[config.mk]
export PLATFORM = sky130hd
export DESIGN_NAME = at_reply_line_matcher_top
export DESIGN_NICKNAME = d
export VERILOG_FILES = /design/src/rtl/atrlm_pkg.sv /design/src/rtl/atrlm_matcher.sv /design/src/rtl/at_reply_line_matcher_top.sv
export SDC_FILE = /design/constraint.sdc
export NUM_CORES = 1
export LEC_CHECK = 0
export ABC_CLOCK_PERIOD_IN_PS = 12500
export BUFFER_PORTS_ARGS = -buffer_cell sky130_fd_sc_hd__buf_2
export CORE_MARGIN = 2
export CORE_UTILIZATION = 60
export DETAILED_ROUTE_END_ITERATION = 12
export GPL_TIMING_DRIVEN = 0
export PLACE_DENSITY = 0.89
export SYNTH_ARGS = -nofsm -noshare
export SYNTH_HDL_FRONTEND = slang
export SYNTH_HIERARCHICAL = 1
export SYNTH_SLANG_ARGS = --single-unit
[constraint.sdc]
create_clock -name clk -period 12.5 [get_ports clk]
set_input_delay 3.125 -clock clk [delete_from_list [all_inputs] [get_ports clk]]
set_output_delay 3.125 -clock clk [all_outputs]
set_load 0.02 [all_outputs]
[src/rtl/atrlm_pkg.sv]
// atrlm_pkg: shared types and constants of the modem reply line matcher
// reply state codes, expected reply texts, control char codes, matcher control struct
// no dependencies
`default_nettype none

package atrlm_pkg;

	typedef logic [1:0] reply_t;
	localparam reply_t RS_NONE  = 2'd0;
	localparam reply_t RS_OK    = 2'd1;
	localparam reply_t RS_ERROR = 2'd2;

	localparam int TEXT_MAX   = 12;
	localparam int TEXT_COUNT = 9;

	typedef logic [TEXT_MAX*8-1:0] window_t;
	typedef logic [TEXT_COUNT-1:0] hits_t;
	typedef logic [3:0]            tlen_t;

	localparam int T_OK        = 0;
	localparam int T_SMS       = 1;
	localparam int T_CONN_OK   = 2;
	localparam int T_PROMPT    = 3;
	localparam int T_SEND_OK   = 4;
	localparam int T_SHUT_OK   = 5;
	localparam int T_CPIN      = 6;
	localparam int T_CONN_FAIL = 7;
	localparam int T_CLOSED    = 8;
	localparam int NO_TEXT     = -1;

	// most recent byte sits in the low byte, as in a string literal
	localparam window_t TEXT_PAT [TEXT_COUNT] = '{
		window_t'("OK"),
		window_t'("SMS Ready"),
		window_t'("CONNECT OK"),
		window_t'(">"),
		window_t'("SEND OK"),
		window_t'("SHUT OK"),
		window_t'("+CPIN: READY"),
		window_t'("CONNECT FAIL"),
		window_t'("CLOSED")
	};

	localparam tlen_t TEXT_LEN [TEXT_COUNT] = '{
		4'd2, 4'd9, 4'd10, 4'd1, 4'd7, 4'd7, 4'd12, 4'd12, 4'd6
	};

	localparam int MAX_ENTRIES = 16;

	localparam int ENTRY_TEXT [MAX_ENTRIES] = '{
		T_OK, T_SMS, T_CONN_OK, T_PROMPT, T_SEND_OK, T_SHUT_OK,
		T_CONN_OK, T_OK, T_OK, T_CPIN,
		NO_TEXT, NO_TEXT, NO_TEXT, NO_TEXT, NO_TEXT, NO_TEXT
	};

	localparam int REPORTED_ENTRIES = 11;
	localparam int CONNECT_ENTRY    = 2;
	localparam int PROMPT_ENTRY     = 3;

	localparam int SHORT_LINE_LEN  = 4;
	localparam int DATA_LEN_FLOOR  = 15;

	localparam logic [7:0] CH_CR = 8'h0D;
	localparam logic [7:0] CH_LF = 8'h0A;
	localparam logic [7:0] CH_GT = 8'h3E;
	localparam logic [7:0] CH_SP = 8'h20;

	typedef struct packed {
		logic push;
		logic restart;
		logic flush;
	} match_ctl_t;

	function automatic window_t text_mask(tlen_t n);
		window_t m;
		m = '0;
		for (int k = 0; k < TEXT_MAX; k++) begin
			if (k < int'(n)) begin
				m[k*8 +: 8] = 8'hFF;
			end
		end
		return m;
	endfunction

endpackage

`default_nettype wire

[src/rtl/atrlm_matcher.sv]
// atrlm_matcher: running substring search of the expected texts over the current line
// keeps the last bytes of the line and a sticky found flag per text; uses atrlm_pkg
`default_nettype none

module atrlm_matcher (
	input  wire logic                clk,
	input  wire logic                arst_n,
	input  wire atrlm_pkg::match_ctl_t ctl,
	input  wire logic [7:0]          rx_byte,
	output atrlm_pkg::hits_t         hits
);

	localparam atrlm_pkg::tlen_t CNT_SAT = 4'(atrlm_pkg::TEXT_MAX);

	atrlm_pkg::window_t win_q;
	atrlm_pkg::window_t win_new;
	atrlm_pkg::tlen_t   cnt_q;
	atrlm_pkg::tlen_t   cnt_base;
	atrlm_pkg::tlen_t   cnt_new;
	atrlm_pkg::hits_t   found_q;
	atrlm_pkg::hits_t   hit_now;

	always_comb begin
		win_new  = {win_q[atrlm_pkg::TEXT_MAX*8-9:0], rx_byte};
		cnt_base = ctl.restart ? '0 : cnt_q;
		cnt_new  = (cnt_base == CNT_SAT) ? CNT_SAT : cnt_base + 4'd1;
		for (int t = 0; t < atrlm_pkg::TEXT_COUNT; t++) begin
			hit_now[t] = (cnt_new >= atrlm_pkg::TEXT_LEN[t]) &&
				(((win_new ^ atrlm_pkg::TEXT_PAT[t]) &
				atrlm_pkg::text_mask(atrlm_pkg::TEXT_LEN[t])) == '0);
		end
		hits = (ctl.restart ? '0 : found_q) | hit_now;
	end

	always_ff @(posedge clk) begin
		if (ctl.push) begin
			win_q <= win_new;
		end
	end

	always_ff @(posedge clk or negedge arst_n) begin
		if (!arst_n) begin
			cnt_q   <= '0;
			found_q <= '0;
		end else if (ctl.push) begin
			if (ctl.flush) begin
				cnt_q   <= '0;
				found_q <= '0;
			end else begin
				cnt_q   <= cnt_new;
				found_q <= hits;
			end
		end
	end

endmodule

`default_nettype wire

[src/rtl/at_reply_line_matcher_top.sv]
// at_reply_line_matcher_top: modem reply line matcher, top level
// line store memory, entry reply states, dump sequencer; uses atrlm_pkg, atrlm_matcher
//
// Input channel (in_valid/in_ready): one beat is a received modem byte or a clear of
// one entry's reply state. Output channel (out_valid/out_ready): every input beat
// gives one status beat (kind 0); a line of more than 15 bytes ending in a bare LF
// is then dumped from the line store as data beats (kind 1), the LF included, with
// last set on the final beat of the run. reply_states always shows the entry states
// after the most recent input beat.
// The status beat is valid the cycle after the input beat is taken.
// Throughput: one input beat per cycle while out_ready is high and no dump runs.
// During a dump the single-port line store is read once per byte, the registered read
// data feeding the output register. in_ready is low for the whole dump.
// Reset clears the line length, all entry states and the output valid flag; the line
// store is not cleared since only bytes written in the current line are read.
// When out_ready is low the output register holds its beat, the dump sequencer
// stalls and in_ready drops; no beat is lost.
`default_nettype none

module at_reply_line_matcher_top #(
	parameter int LINE_CAPACITY = 32,
	parameter int ENTRY_COUNT   = 11
) (
	input  wire logic        clk,
	input  wire logic        arst_n,
	input  wire logic        in_valid,
	output logic             in_ready,
	input  wire logic        operation,
	input  wire logic [7:0]  rx_byte,
	input  wire logic [3:0]  entry_index,
	output logic             out_valid,
	input  wire logic        out_ready,
	output logic             kind,
	output logic [7:0]       line_byte,
	output logic             last,
	output logic [21:0]      reply_states,
	output logic             prompt_seen,
	output logic             closed_seen
);

	localparam int LW = $clog2(LINE_CAPACITY + 1);
	localparam int AW = $clog2(LINE_CAPACITY);
	localparam logic [LW-1:0] CAP_L   = LW'(LINE_CAPACITY);
	localparam logic [LW-1:0] SHORT_L = LW'(atrlm_pkg::SHORT_LINE_LEN);
	localparam logic [LW-1:0] DATA_L  = LW'(atrlm_pkg::DATA_LEN_FLOOR);

	localparam logic ST_IDLE = 1'b0;
	localparam logic ST_DUMP = 1'b1;

	logic                 state_q;
	logic [LW-1:0]        len_q;
	logic [7:0]           prev_q;
	atrlm_pkg::reply_t    st_q [ENTRY_COUNT];
	logic [7:0]           mem [LINE_CAPACITY];

	logic                 out_free;
	logic                 accept;
	logic                 byte_beat;
	logic                 wrap;
	logic [LW-1:0]        len_eff;
	logic [LW-1:0]        len_new;
	logic                 has_prev;
	logic                 prompt_c;
	logic                 short_c;
	logic                 line_c;
	logic                 dump_c;
	logic                 line_done;
	logic                 clr_ok;
	atrlm_pkg::hits_t     hits;
	atrlm_pkg::match_ctl_t mctl;

	logic [LW-1:0]        rd_left_q;
	logic [AW-1:0]        rd_addr_q;
	logic                 rd_pend_s1;
	logic                 rd_last_s1;
	logic [7:0]           rd_data_s1;
	logic                 load_rd;
	logic                 issue;

	logic                 out_valid_q;
	logic                 kind_q;
	logic [7:0]           line_byte_q;
	logic                 last_q;
	logic                 prompt_q;
	logic                 closed_q;

	always_comb begin
		out_free  = !out_valid_q || out_ready;
		in_ready  = (state_q == ST_IDLE) && out_free;
		accept    = in_valid && in_ready;
		byte_beat = accept && !operation;
		wrap      = (len_q >= CAP_L);
		len_eff   = wrap ? '0 : len_q;
		len_new   = len_eff + LW'(1);
		has_prev  = (len_new >= LW'(2));
		prompt_c  = has_prev && (prev_q == atrlm_pkg::CH_GT) && (rx_byte == atrlm_pkg::CH_SP);
		short_c   = has_prev && (len_new < SHORT_L) &&
			(prev_q == atrlm_pkg::CH_CR) && (rx_byte == atrlm_pkg::CH_LF);
		line_c    = (len_new >= SHORT_L) &&
			(prev_q == atrlm_pkg::CH_CR) && (rx_byte == atrlm_pkg::CH_LF);
		dump_c    = (len_new > DATA_L) &&
			(prev_q != atrlm_pkg::CH_CR) && (rx_byte == atrlm_pkg::CH_LF);
		line_done = prompt_c || short_c || line_c || dump_c;
		clr_ok    = ({1'b0, entry_index} < 5'(ENTRY_COUNT));
		mctl.push    = byte_beat;
		mctl.restart = wrap;
		mctl.flush   = line_done;
	end

	atrlm_matcher u_matcher (
		.clk     (clk),
		.arst_n  (arst_n),
		.ctl     (mctl),
		.rx_byte (rx_byte),
		.hits    (hits)
	);

	// line store
	always_ff @(posedge clk) begin
		if (byte_beat) begin
			mem[len_eff[AW-1:0]] <= rx_byte;
		end
		if (issue) begin
			rd_data_s1 <= mem[rd_addr_q];
		end
	end

	always_ff @(posedge clk) begin
		if (byte_beat) begin
			prev_q <= rx_byte;
		end
	end

	always_ff @(posedge clk or negedge arst_n) begin
		if (!arst_n) begin
			len_q <= '0;
		end else if (byte_beat) begin
			len_q <= line_done ? '0 : len_new;
		end
	end

	// entry reply states
	always_ff @(posedge clk or negedge arst_n) begin
		if (!arst_n) begin
			for (int i = 0; i < ENTRY_COUNT; i++) begin
				st_q[i] <= atrlm_pkg::RS_NONE;
			end
		end else if (accept) begin
			for (int i = 0; i < ENTRY_COUNT; i++) begin
				if (operation) begin
					if (clr_ok && (entry_index == 4'(i))) begin
						st_q[i] <= atrlm_pkg::RS_NONE;
					end
				end else begin
					if (prompt_c && (i == atrlm_pkg::PROMPT_ENTRY)) begin
						st_q[i] <= atrlm_pkg::RS_OK;
					end
					if (line_c) begin
						if ((atrlm_pkg::ENTRY_TEXT[i] != atrlm_pkg::NO_TEXT) &&
							hits[(atrlm_pkg::ENTRY_TEXT[i] == atrlm_pkg::NO_TEXT) ?
							0 : atrlm_pkg::ENTRY_TEXT[i]]) begin
							st_q[i] <= atrlm_pkg::RS_OK;
						end
						if ((i == atrlm_pkg::CONNECT_ENTRY) &&
							hits[atrlm_pkg::T_CONN_FAIL]) begin
							st_q[i] <= atrlm_pkg::RS_ERROR;
						end
					end
				end
			end
		end
	end

	// dump sequencer
	always_comb begin
		load_rd = rd_pend_s1 && out_free;
		issue   = (state_q == ST_DUMP) && (rd_left_q != '0) && (!rd_pend_s1 || load_rd);
	end

	always_ff @(posedge clk or negedge arst_n) begin
		if (!arst_n) begin
			state_q    <= ST_IDLE;
			rd_left_q  <= '0;
			rd_addr_q  <= '0;
			rd_pend_s1 <= 1'b0;
			rd_last_s1 <= 1'b0;
		end else begin
			unique case (state_q)
				ST_IDLE: begin
					if (byte_beat && dump_c) begin
						state_q   <= ST_DUMP;
						rd_left_q <= len_new;
						rd_addr_q <= '0;
					end
				end
				ST_DUMP: begin
					if (issue) begin
						rd_left_q  <= rd_left_q - LW'(1);
						rd_addr_q  <= rd_addr_q + AW'(1);
						rd_pend_s1 <= 1'b1;
						rd_last_s1 <= (rd_left_q == LW'(1));
					end else if (load_rd) begin
						rd_pend_s1 <= 1'b0;
					end
					if (load_rd && rd_last_s1) begin
						state_q <= ST_IDLE;
					end
				end
				default: state_q <= ST_IDLE;
			endcase
		end
	end

	// output register
	always_ff @(posedge clk or negedge arst_n) begin
		if (!arst_n) begin
			out_valid_q <= 1'b0;
		end else if (accept || load_rd) begin
			out_valid_q <= 1'b1;
		end else if (out_ready) begin
			out_valid_q <= 1'b0;
		end
	end

	always_ff @(posedge clk) begin
		if (accept) begin
			kind_q      <= 1'b0;
			line_byte_q <= 8'd0;
			last_q      <= !(byte_beat && dump_c);
			prompt_q    <= byte_beat && prompt_c;
			closed_q    <= byte_beat && line_c && hits[atrlm_pkg::T_CLOSED];
		end else if (load_rd) begin
			kind_q      <= 1'b1;
			line_byte_q <= rd_data_s1;
			last_q      <= rd_last_s1;
			prompt_q    <= 1'b0;
			closed_q    <= 1'b0;
		end
	end

	always_comb begin
		out_valid   = out_valid_q;
		kind        = kind_q;
		line_byte   = line_byte_q;
		last        = last_q;
		prompt_seen = prompt_q;
		closed_seen = closed_q;
		for (int i = 0; i < atrlm_pkg::REPORTED_ENTRIES; i++) begin
			reply_states[2*i +: 2] = st_q[i];
		end
	end

	a_len_bound: assert property (@(posedge clk) disable iff (!arst_n)
		len_q <= CAP_L)
		else $error("line length beyond capacity");

	a_pend_in_dump: assert property (@(posedge clk) disable iff (!arst_n)
		rd_pend_s1 |-> (state_q == ST_DUMP))
		else $error("read pending outside dump");

	a_dump_start: assert property (@(posedge clk) disable iff (!arst_n)
		(byte_beat && dump_c) |=> ((state_q == ST_DUMP) && out_valid && !last && !kind))
		else $error("dump did not start with an open status beat");

	a_open_status: assert property (@(posedge clk) disable iff (!arst_n)
		(out_valid && !kind && !last) |-> (state_q == ST_DUMP))
		else $error("status beat without last outside dump");

	a_status_byte: assert property (@(posedge clk) disable iff (!arst_n)
		(out_valid && !kind) |-> (line_byte == 8'd0))
		else $error("status beat carries a data byte");

endmodule

`default_nettype wire
# --- After elaboration in Yosys (flattened, before gate mapping) ---
# Memories as Yosys holds them, arrays and structs flattened. A register that Yosys moved wholly into a read port is not among the register bits.
# Index checks and enable logic that the tools add are counted.
op_classes:
  n_eq_ne: 28
  order_cmp: 13
  n_mux: 63
  addsub: 4
  n_reduce_logical: 84
  n_bitwise: 11
ops:
  columns: ["operator", "count"]
  rows:
  - ["$logic_not 96->1", 9]
  - ["$mux 2", 37]
  - ["$not 35->35", 2]
  - ["$not 23->23", 2]
  - ["$logic_and 1x1->1", 39]
  - ["$not 37->37", 1]
  - ["$reduce_and 4->1", 9]
  - ["$not 31->31", 1]
  - ["$mux 6", 4]
  - ["$ne 2x1->1 const B", 12]
  - ["$not 20->20", 1]
  - ["$reduce_bool 2->1", 10]
  - ["$mux 9", 2]
  - ["$eq 4x3->1 const B", 4]
  - ["$eq 8x4->1 const B", 2]
  - ["$eq 8x6->1 const B", 2]
  - ["$eq 4x4->1 const B", 3]
  - ["$ge 4x4->1 const B", 3]
  - ["$mux 1", 12]
  - ["$mux 4", 3]
  - ["$pmux 6 s2", 1]
  - ["$mux 5", 2]
  - ["$pmux 5 s2", 1]
  - ["$not 9->9", 1]
  - ["27 further kinds", 40]
totals:
  memories: 1
  ram_bits: 256
  input_bits: 17
  ff_bits: 162
  out_inout_bits: 36
memory_table:
  columns: ["memory", "words", "word_bits", "read_ports", "rd_clocked_by_memory_dff", "wr", "line_no", "rtl"]
  rows:
  - ["mem", 32, 8, 1, 1, 1, "at_reply_line_matcher_top.sv:54", "logic [7:0] mem [LINE_CAPACITY];"]

# --- Depth between registers and ports, before layout ---
# Gate-level depths: netlist (run 1).
depth:
  word_depth: 11
  ltp_mapped: 14

# --- By module ---
# Netlist (run 1), hierarchy kept.
by_module_without_submodules:
  columns: ["mod", "area_each_um2", "seq_area_each_um2", "cells_per_inst", "instances"]
  rows:
  - ["at_reply_line_matcher_top", 12888.6, 9263.9, 742, 1]
  - ["atrlm_matcher", 4090.2, 2967.8, 290, 1]

# --- Worst setup path before layout (run 1) ---
# OpenSTA, ideal clock, no wires.
synth_timing:
  path_type: "input to register"
  start: "in out_ready"
  end: "mem mem[19][0] (enable)"
  cell_stages: 7
  required_ns: 12.127
  path_slack_ns: 4.263
  arrival_time_ns: 7.864
  cell_sequence: "nor2b_1 nor2_1 nand2_1 inv_1 buf_1 nand2_1 nor2_1"
synth_between:
  elab_chain_len: 6
synth_lines:
  columns: ["element", "line_no", "rtl"]
  rows:
  - ["from (decl)", "at_reply_line_matcher_top.sv:32", "input wire logic out_ready,"]
  - ["$logic_or 1x1->1", "at_reply_line_matcher_top.sv:88", "out_free = !out_valid_q || out_ready;"]
  - ["$logic_and 1x1->1", "at_reply_line_matcher_top.sv:89", "in_ready = (state_q == ST_IDLE) && out_free;"]
  - ["$logic_and 1x1->1", "at_reply_line_matcher_top.sv:90", "accept = in_valid && in_ready;"]
  - ["$logic_and 1x1->1", "at_reply_line_matcher_top.sv:91", "byte_beat = accept && !operation;"]
  - ["net byte_beat", "at_reply_line_matcher_top.sv:58", "logic byte_beat;"]
  - ["$mux 1", "at_reply_line_matcher_top.sv:120", "if (byte_beat) begin"]
  - ["$mux 1 (not written as such)", "at_reply_line_matcher_top.sv:121", "mem[len_eff[AW-1:0]] <= rx_byte;"]
  - ["to (decl)", "at_reply_line_matcher_top.sv:54", null]
# The timed path passes the listed nets, and every way through them passes these cells.

# --- Final worst setup path (run 1) ---
layout_timing:
  start: "in out_ready"
  end: "out in_ready"
layout_between:
  elab_chain_len: 2
layout_lines:
  columns: ["element", "line_no", "rtl"]
  rows:
  - ["$logic_or 1x1->1", "at_reply_line_matcher_top.sv:88", null]
  - ["$logic_and 1x1->1", "at_reply_line_matcher_top.sv:89", null]
  - ["to (decl)", "at_reply_line_matcher_top.sv:27", "output logic in_ready,"]
# No other way between the ends.

==> results of run 1 <==
## power groups by stage
stage	logic, mW	registers, mW	clock network (mW)
2_1_floorplan	0.308	1.66	0
3_3_place_gp	0.433	1.66	0
3_5_place_dp	0.456	1.66	0
4_1_cts	0.471	1.64	1.15
5_1_grt	0.510	1.64	1.20
6_report	0.478	1.64	1.15
## placed cells by master, fill, tap and decap left out, drive strengths merged, types with 4 or more instances in the layout
cell	Yosys	final
nand2	90	90
nand4b	4	4
a31oi	7	7
dfxtp	9	9
dfrtp	46	46
xor2	5	5
nand2b	7	7
nand3	26	26
nor4b	10	10
conb	1	10
inv	21	22
clkinv	0	16
clkbuf	23	73
ha	8	8
nor4bb	9	9
or4	4	4
and3	4	4
nor2	72	72
nor3	21	21
edfxtp	363	363
a221oi	8	8
buf	25	68
o31ai	6	6
mux4	64	64
a21oi	22	22
nor2b	14	14
o22ai	4	4
or4b	5	5
o21ai	19	19
nand4	13	13
mux2i	36	36
nor4	14	14
a22o	10	10
and2	6	6
a21o	4	4
## worst max-delay path by stage
stage            endpoint  slack [ps]  cells after the start
2_1_floorplan  mem[19][0]        4260                      7
3_3_place_gp   mem[17][6]        1730                      8
3_5_place_dp     in_ready        5690                      4
4_1_cts          in_ready        5690                      4
5_1_grt          in_ready        5630                      4
6_report         in_ready        5700                      4
## metal layers
metal | GRT usage, % | share of wire (%) | wire [um]
met3 | 5.45 | 12 | 4960
met5 | 0 | 0.022 | 9
met1 | 38.0 | 35 | 14200
met4 | 10.9 | 5.0 | 1990
met2 | 44.0 | 47 | 18900
## cells by family after synthesis
family,Yosys count
adder cells (fa/ha/maj),9
AND/OR/NAND/NOR,320
buffers and inverters,69
AO/OA/AOI/OAI,107
flip-flops,418
other,1
XOR/XNOR,7
multiplexers,101
## cell type report
type | instances | area (um^2)
flip-flops and latches | 418 | 12200
fillers | 1628 | 8890
multi-input cells | 554 | 4470
clock buffers | 50 | 1040
well taps | 378 | 473
repair buffers | 43 | 245
plain buffers | 48 | 230
clock inverters | 22 | 194
inverters | 21 | 78.8
## per-stage QoR
stage               instance area (um^2)  total power [mW]  instances  setup slack (ps)
floorplan                          17000              1.97       1041              4260
global placement                   17700              2.09       1460              1730
detailed placement                 17700              2.12       1462              5690
CTS                                19000              3.26       1534              5690
global route                       19000              3.36       1534              5630
finish                             19000              3.27       1534              5700
## state kept, by name, indices dropped and copies added (netlist names), 4 cells and up
signal             count
mem                  256
u_matcher/win_q       88
reply_states          12
u_matcher/found_q      9
line_byte              8
prev_q                 8
rd_data_s1             8
len_q                  6
rd_left_q              6
rd_addr_q              5
u_matcher/cnt_q        4
## worst max-delay path, stage by stage
cell,delay (ps)
buf_2,100
nor2b_1,220
nor2_1,60
buf_2,170
==> PnR_summary.wiki, run 1 <==
{| class="wikitable"
! Metric !! Value
|-
| Result of the run || completed
|-
| RD Place Congestion || around 0.90
|-
| Final hold viol count || 0
|-
| Worst hold-check slack || between 400 and 500 ps
|-
| Placeable core region || between 20000 and 30000 um^2
|-
| Site row count || 61
|-
| Arr. time, crit path || roughly 3700 ps
|-
| Average cell area after synthesis || 16.5 um^2
|-
| 1st-pass router iterations || 5
|-
| Post-synth top cells || edfxtp_1 (363), nand2_1 (90), nor2_1 (72)
|-
| Maximum number of pins on one net before global-route repair || 47
|-
| Total global-route track usage || 27.6%
|-
| Net Sw Power || 850 uW
|-
| Clock root buffer master || clkbuf_16
|-
| Detail-routed net length per standard cell || between 20 and 30 um
|-
| Final Net Count || 1150
|-
| Insertion delay to the later sink of the worst-skew pair || 530 ps
|-
| Worst R2R Setup Slack || 8480 ps
|-
| Post CTS Setup Buffer Count || 0
|-
| EDFF count, synth || between 300 and 400
|-
| Flop pwr share || ~50%
|-
| Maximum count of clock buffers along a single path || 3
|-
| Critical Setup Path Class || input pin to output port
|-
| FFs w/ async S/R, synth || 11.0%
|-
| Count of nets left with antenna violations after detail routing || 0
|-
| Initial antenna violation count || 1
|-
| Origin of the critical flop-to-flop path || state_q
|-
| Clock Pin Slew Worst Setup and Hold Paths || ~60 ps
|-
| Synth Area in Simple Gates || under 10%
|-
| CTS tree || yes
|-
| Maximum fanout along the worst path || 4
|-
| Per-cell via count in the routed design || 6.83
|-
| Synth Area in Adders || less than 1%
|-
| Class of the tightest hold or removal check || flop to flop
|-
| Layout Utilization || 68.1%
|-
| Synth Area in Compound Gates || under 10%
|-
| Setup TNS Final || 0 ps
|-
| Most area-consuming cells after synthesis || edfxtp_1 (64%), mux4_2 (8.5%), dfrtp_1 (6.8%)
|-
| Share of the synthesized area in the top cell type || approximately 64%
|-
| Hold Path Depth || 0
|-
| Slew at the pin closest to its max-slew limit || between 1000 and 1500 ps
|-
| Static leakage || between 6 and 7 nW
|-
| Capture instance of the worst register-to-register path || mem[19][7]
|-
| Startpoint types || input pin
|-
| Number of max-capacitance violations reported || 0
|-
| Initial cell density of the core || approximately three fifths
|-
| Main combinational cell family by area after synthesis || multiplexers
|-
| Share of layout cells above drive strength 1 || between 10% and 20%
|-
| Max-Slew Margin vs Limit || around 23%
|-
| Fraction of the yosys area taken by sequential cells || slightly above 70%
|-
| Number of vias after detailed routing || between 10k and 15k
|-
| F_max || 0.147 GHz
|-
| Multiplexer share of the synthesized area || between 10% and 20%
|-
| Total die area || between 20000 and 30000 um^2
|-
| Total detailed-routing wirelength || around 40000 um
|-
| Logic depth of the worst register-to-register path || 7
|-
| Sort of element at the end of the critical path || output port
|-
| Final critical delay including setup and external delays || around 7000 ps
|-
| Number of synthesized register bits || 418
|-
| Logic gate share of total power || between 10% and 20%
|-
| Worst-case hold path end point || u_matcher/win_q[69]
|-
| Fraction of power spent switching nets || around 26%
|-
| Synthesized netlist cell count || 1032
|-
| Origin of the worst min-delay path || u_matcher/win_q[61]
|-
| Library cells used by synthesis || between 70 and 80
|-
| Design internal power || approximately 2.4 mW
|-
| Number of pins with negative max-slew slack in the final report || 0
|-
| Unrepaired setup endpoints after global routing || no
|-
| Most frequently used cell type in the post-synthesis netlist || edfxtp_1
|-
| Number of CTS-inserted buffers || 39
|-
| WP data required || around 9400 ps
|-
| Final global-route overflow total || 0
|-
| First-pass GRT wire length || around 60000 um
|-
| Ys Warns || 6
|-
| Total of buffers placed on input and output ports || 41
|-
| Chip Height || ~170 um
|-
| Vias in the first global route || between 9k and 10k
|-
| CTS HTree Levels || 2
|-
| Finish-stage setup viols || 0
|-
| Prevailing post-synth register cell || edfxtp_1
|-
| Detailed-route DRC error count || 0
|-
| Die outline width || about 170 um
|-
| Critical path launch point || out_ready
|-
| Number of sinks on the clock net || roughly 420
|-
| Area leader, netlist || edfxtp_1
|-
| Pwr per Cell Area || around 170 nW/um^2
|-
| Share of the clock period used by the worst path after layout || 54.4%
|-
| Post-CTS Hold Buffers || 0
|-
| Number of DRC markers in iteration 0 || 1751
|-
| Number of top-level design ports || 53
|-
| HPWL after detailed placement || 23600 um
|-
| Post-synthesis xor/xnor area fraction || less than 1%
|-
| Worst Skew || ~15 ps
|-
| Growth of design area from synthesis to finish || 11.7%
|-
| Diode count || 0
|-
| Clock share of power || roughly a third
|-
| Resized cells post-CTS || 0
|-
| Largest vdd supply drop || slightly below 0.00009 V
|-
| Cell area after technology mapping || 17000 um^2
|}
Power figures use the tool's default switching activity.
==> run 2, diff against run 1 <==
--- a/config.mk
+++ b/config.mk
@@ -5,13 +5,13 @@
 export SDC_FILE = /design/constraint.sdc
 export NUM_CORES = 1
 export LEC_CHECK = 0
-export ABC_CLOCK_PERIOD_IN_PS = 12500
+export ABC_CLOCK_PERIOD_IN_PS = 5900
 export BUFFER_PORTS_ARGS = -buffer_cell sky130_fd_sc_hd__buf_2
 export CORE_MARGIN = 2
-export CORE_UTILIZATION = 60
+export CORE_UTILIZATION = 56
 export DETAILED_ROUTE_END_ITERATION = 12
 export GPL_TIMING_DRIVEN = 0
-export PLACE_DENSITY = 0.89
+export PLACE_DENSITY = 0.88
 export SYNTH_ARGS = -nofsm -noshare
 export SYNTH_HDL_FRONTEND = slang
 export SYNTH_HIERARCHICAL = 1
==> constraint.sdc (replaced) <==
create_clock -name clk -period 5.9 [get_ports clk]
set_input_delay 1.475 -clock clk [delete_from_list [all_inputs] [get_ports clk]]
set_output_delay 1.475 -clock clk [all_outputs]
set_load 0.02 [all_outputs]
==> PnR_summary.wiki, run 2 (synthesis results as in run 1) <==
{| class="wikitable"
! Metric !! Value
|-
| Vias in the first global route || 9890 (-0.30%)
|-
| Post-CTS Hold Buffers || 0 (unchanged)
|-
| Cell family contributing the most delay on the critical path || simple AND/OR/NAND/NOR gates
|-
| Number of pins with negative max-slew slack in the final report || 0 (unchanged)
|-
| Number of top-level design ports || 53 (unchanged)
|-
| Number of max-capacitance violations reported || 0 (unchanged)
|-
| Final global-route overflow total || 0 (unchanged)
|-
| Capture instance of the worst register-to-register path || u_matcher/found_q[7]
|-
| Worst R2R Setup Slack || 2270 ps (-6210 ps)
|-
| Area taken by multi-input logic gates || 4470 um^2 (unchanged)
|-
| Crit path top cell by count || inv_1
|-
| Flip-flop count of the largest register, all copies and words added || 256 (unchanged)
|-
| Maximum fanout along the worst path || 38 (+34)
|-
| Static leakage || 6.25 nW (-0.47%)
|-
| Count of nets left with antenna violations after detail routing || 0 (unchanged)
|-
| Origin of the critical flop-to-flop path || len_q[5]
|-
| Number of sinks on the clock net || 418 (unchanged)
|-
| Max-Slew Margin vs Limit || 26.3% (+3.2 points)
|-
| Final critical delay including setup and external delays || about 4300 ps
|-
| Maximum number of pins on one net before global-route repair || 84 (+79%)
|-
| Share of layout cells above drive strength 1 || 16.5% (-0.10 points)
|-
| Slew at the pin closest to its max-slew limit || 1110 ps (-48.3 ps)
|-
| Number of fill cells in the layout || 1891 (+16%)
|-
| Critical Setup Path Class || input pin to flop
|-
| Chip Height || 178 um (+3.4%)
|-
| Hold Path Depth || 0 (unchanged)
|-
| Insertion delay to the later sink of the worst-skew pair || 540 ps (about the same)
|-
| Clock root buffer master || clkbuf_16
|-
| Setup Slack @ Placement || 1170 ps (-4520 ps)
|-
| Worst-case hold path end point || u_matcher/win_q[70]
|-
| Result of the run || completed
|-
| First-pass GRT wire length || 57300 um (-4.5%)
|-
| Pwr per Cell Area || 358 nW/um^2 (+110%)
|-
| Detail-routed net length per standard cell || 24.8 um (-5.2%)
|-
| Post CTS Setup Buffer Count || 0 (unchanged)
|-
| Class of the tightest hold or removal check || flop to flop
|-
| Per-cell via count in the routed design || 6.54 (-4.3%)
|-
| F_max || 0.233 GHz
|-
| RD Place Congestion || 0.891 (-1.2%)
|-
| Total detailed-routing wirelength || 38200 um (-4.8%)
|-
| Commonest cells after routing, fill and taps aside || edfxtp_1 (363), nand2_1 (90), nor2_1 (72)
|-
| Arr. time, crit path || 4700 ps (+1020 ps)
|-
| Share of the clock period used by the worst path after layout || 72.8%
|-
| Max incr delay on CP || 630 ps (+410 ps)
|-
| Total of buffers placed on input and output ports || 41 (unchanged)
|-
| Placeable core region || 29700 um^2 (+6.7%)
|-
| Power, Total || 6.76 mW (+110%)
|-
| Total die area || 31700 um^2 (+7.0%)
|-
| Sort of element at the end of the critical path || flop
|-
| Total global-route track usage || 24.3% (-3.3 points)
|-
| WP data required || 6300 ps (-3080 ps)
|-
| Finish-stage setup viols || 0 (unchanged)
|-
| Initial antenna violation count || 0 (-1)
|-
| HPWL after detailed placement || 23800 um (+0.75%)
|-
| Growth of design area from synthesis to finish || 11.2%
|-
| Final hold viol count || 0 (unchanged)
|-
| CTS tree || yes
|-
| Storage cell area || 12200 um^2 (unchanged)
|-
| 1st-pass router iterations || 6 (+1)
|-
| Logic depth of the worst register-to-register path || 13 (+6)
|-
| Initial cell density of the core || 57.1% (-3.8 points)
|-
| Resized cells post-CTS || 0 (unchanged)
|-
| CTS HTree Levels || 2 (unchanged)
|-
| Detailed-route DRC error count || 0 (unchanged)
|-
| Diode count || 0 (unchanged)
|-
| Number of DRC markers in iteration 0 || 1493 (-15%)
|-
| Startpoint types || input pin
|-
| Worst Skew || 31.7 ps (+16.9 ps)
|-
| Number of CTS-inserted buffers || 38 (-2.6%)
|-
| Final Net Count || 1148 (-0.17%)
|-
| Cells along the critical path || buf_2 -> or4_4 -> or3b_4 -> o21bai_1 -> o21ai_1 -> clkbuf_1 -> inv_1 -> nand2_1 -> inv_1 -> a21bo_2
|-
| Largest vdd supply drop || 0.000216 V (+150%)
|-
| Die outline width || 178 um (+3.4%)
|-
| Most common cell after layout, fill and taps aside || edfxtp_1
|-
| Unrepaired setup endpoints after global routing || no
|-
| Finished layout cell area || 18900 um^2 (-0.42%)
|-
| Critical path launch point || rx_byte[4]
|-
| Placed cell area || 17700 um^2 (about the same)
|-
| Origin of the worst min-delay path || u_matcher/win_q[62]
|-
| Max stage delay cell, worst path || or4_4
|-
| Worst-case setup margin in the final layout || 1600 ps (-4100 ps)
|-
| Site row count || 63 (+3.3%)
|-
| Maximum count of clock buffers along a single path || 3 (unchanged)
|-
| Clock Pin Slew Worst Setup and Hold Paths || 60 ps (about the same)
|-
| Worst path bufs/invs || 4 (+2)
|-
| Number of vias after detailed routing || 10.1k (-3.8%)
|}
-- run 2: how the worst max path moves through the flow --
stage	to	slack, ps	cells past startpoint
4_1_cts	u_matcher/cnt_q[3]	1690	10
2_1_floorplan	mem[11][0]	1040	7
6_report	u_matcher/found_q[7]	1600	10
3_3_place_gp	mem[27][3]	-620	8
5_1_grt	u_matcher/found_q[7]	1440	10
3_5_place_dp	u_matcher/found_q[7]	1170	10
-- run 2: power breakdown --
| group | internal [mW] | switching, mW | leakage [nW] |
|---|---|---|---|
| clock network | 1.28 | 1.03 | 0.570 |
| registers | 3.37 | 0.0976 | 3.93 |
| logic | 0.376 | 0.611 | 1.75 |
| total | 5.03 | 1.74 | 6.25 |
-- run 2: final cells by class --
cell class,instances,share of cell area (%)
Inverter,21,0.417
Sequential cell,418,64.8
Clock buffer,49,5.48
Tap cell,390,2.58
Multi-Input combinational cell,554,23.7
Clock inverter,19,0.603
Timing Repair Buffer,42,1.23
Buffer,48,1.23
-- run 2: per-layer routing --
| layer | part of all wire [%] | up-vias | wire length (um) | global-route usage, % |
|---|---|---|---|---|
| met5 | 0 | - | 0 | 0 |
| met3 | 11 | 120 | 4030 | 4.62 |
| met4 | 4.1 | 0 | 1560 | 9.67 |
| met1 | 37 | 4968 | 14300 | 32.7 |
| li1 | - | 4249 | - | - |
| met2 | 48 | 736 | 18300 | 39.4 |
-- run 2: stage by stage --
stage | hold slack [ps] | std cells | setup TNS, ps | util [%]
floorplan | 417 | 1041 | 0 | -
global placement | 423 | 1472 | -148340 | 59.6
detailed placement | 430 | 1473 | 0 | 59.7
CTS | 443 | 1541 | 0 | 63.6
global route | 453 | 1541 | 0 | 63.6
finish | 439 | 1541 | 0 | 63.6
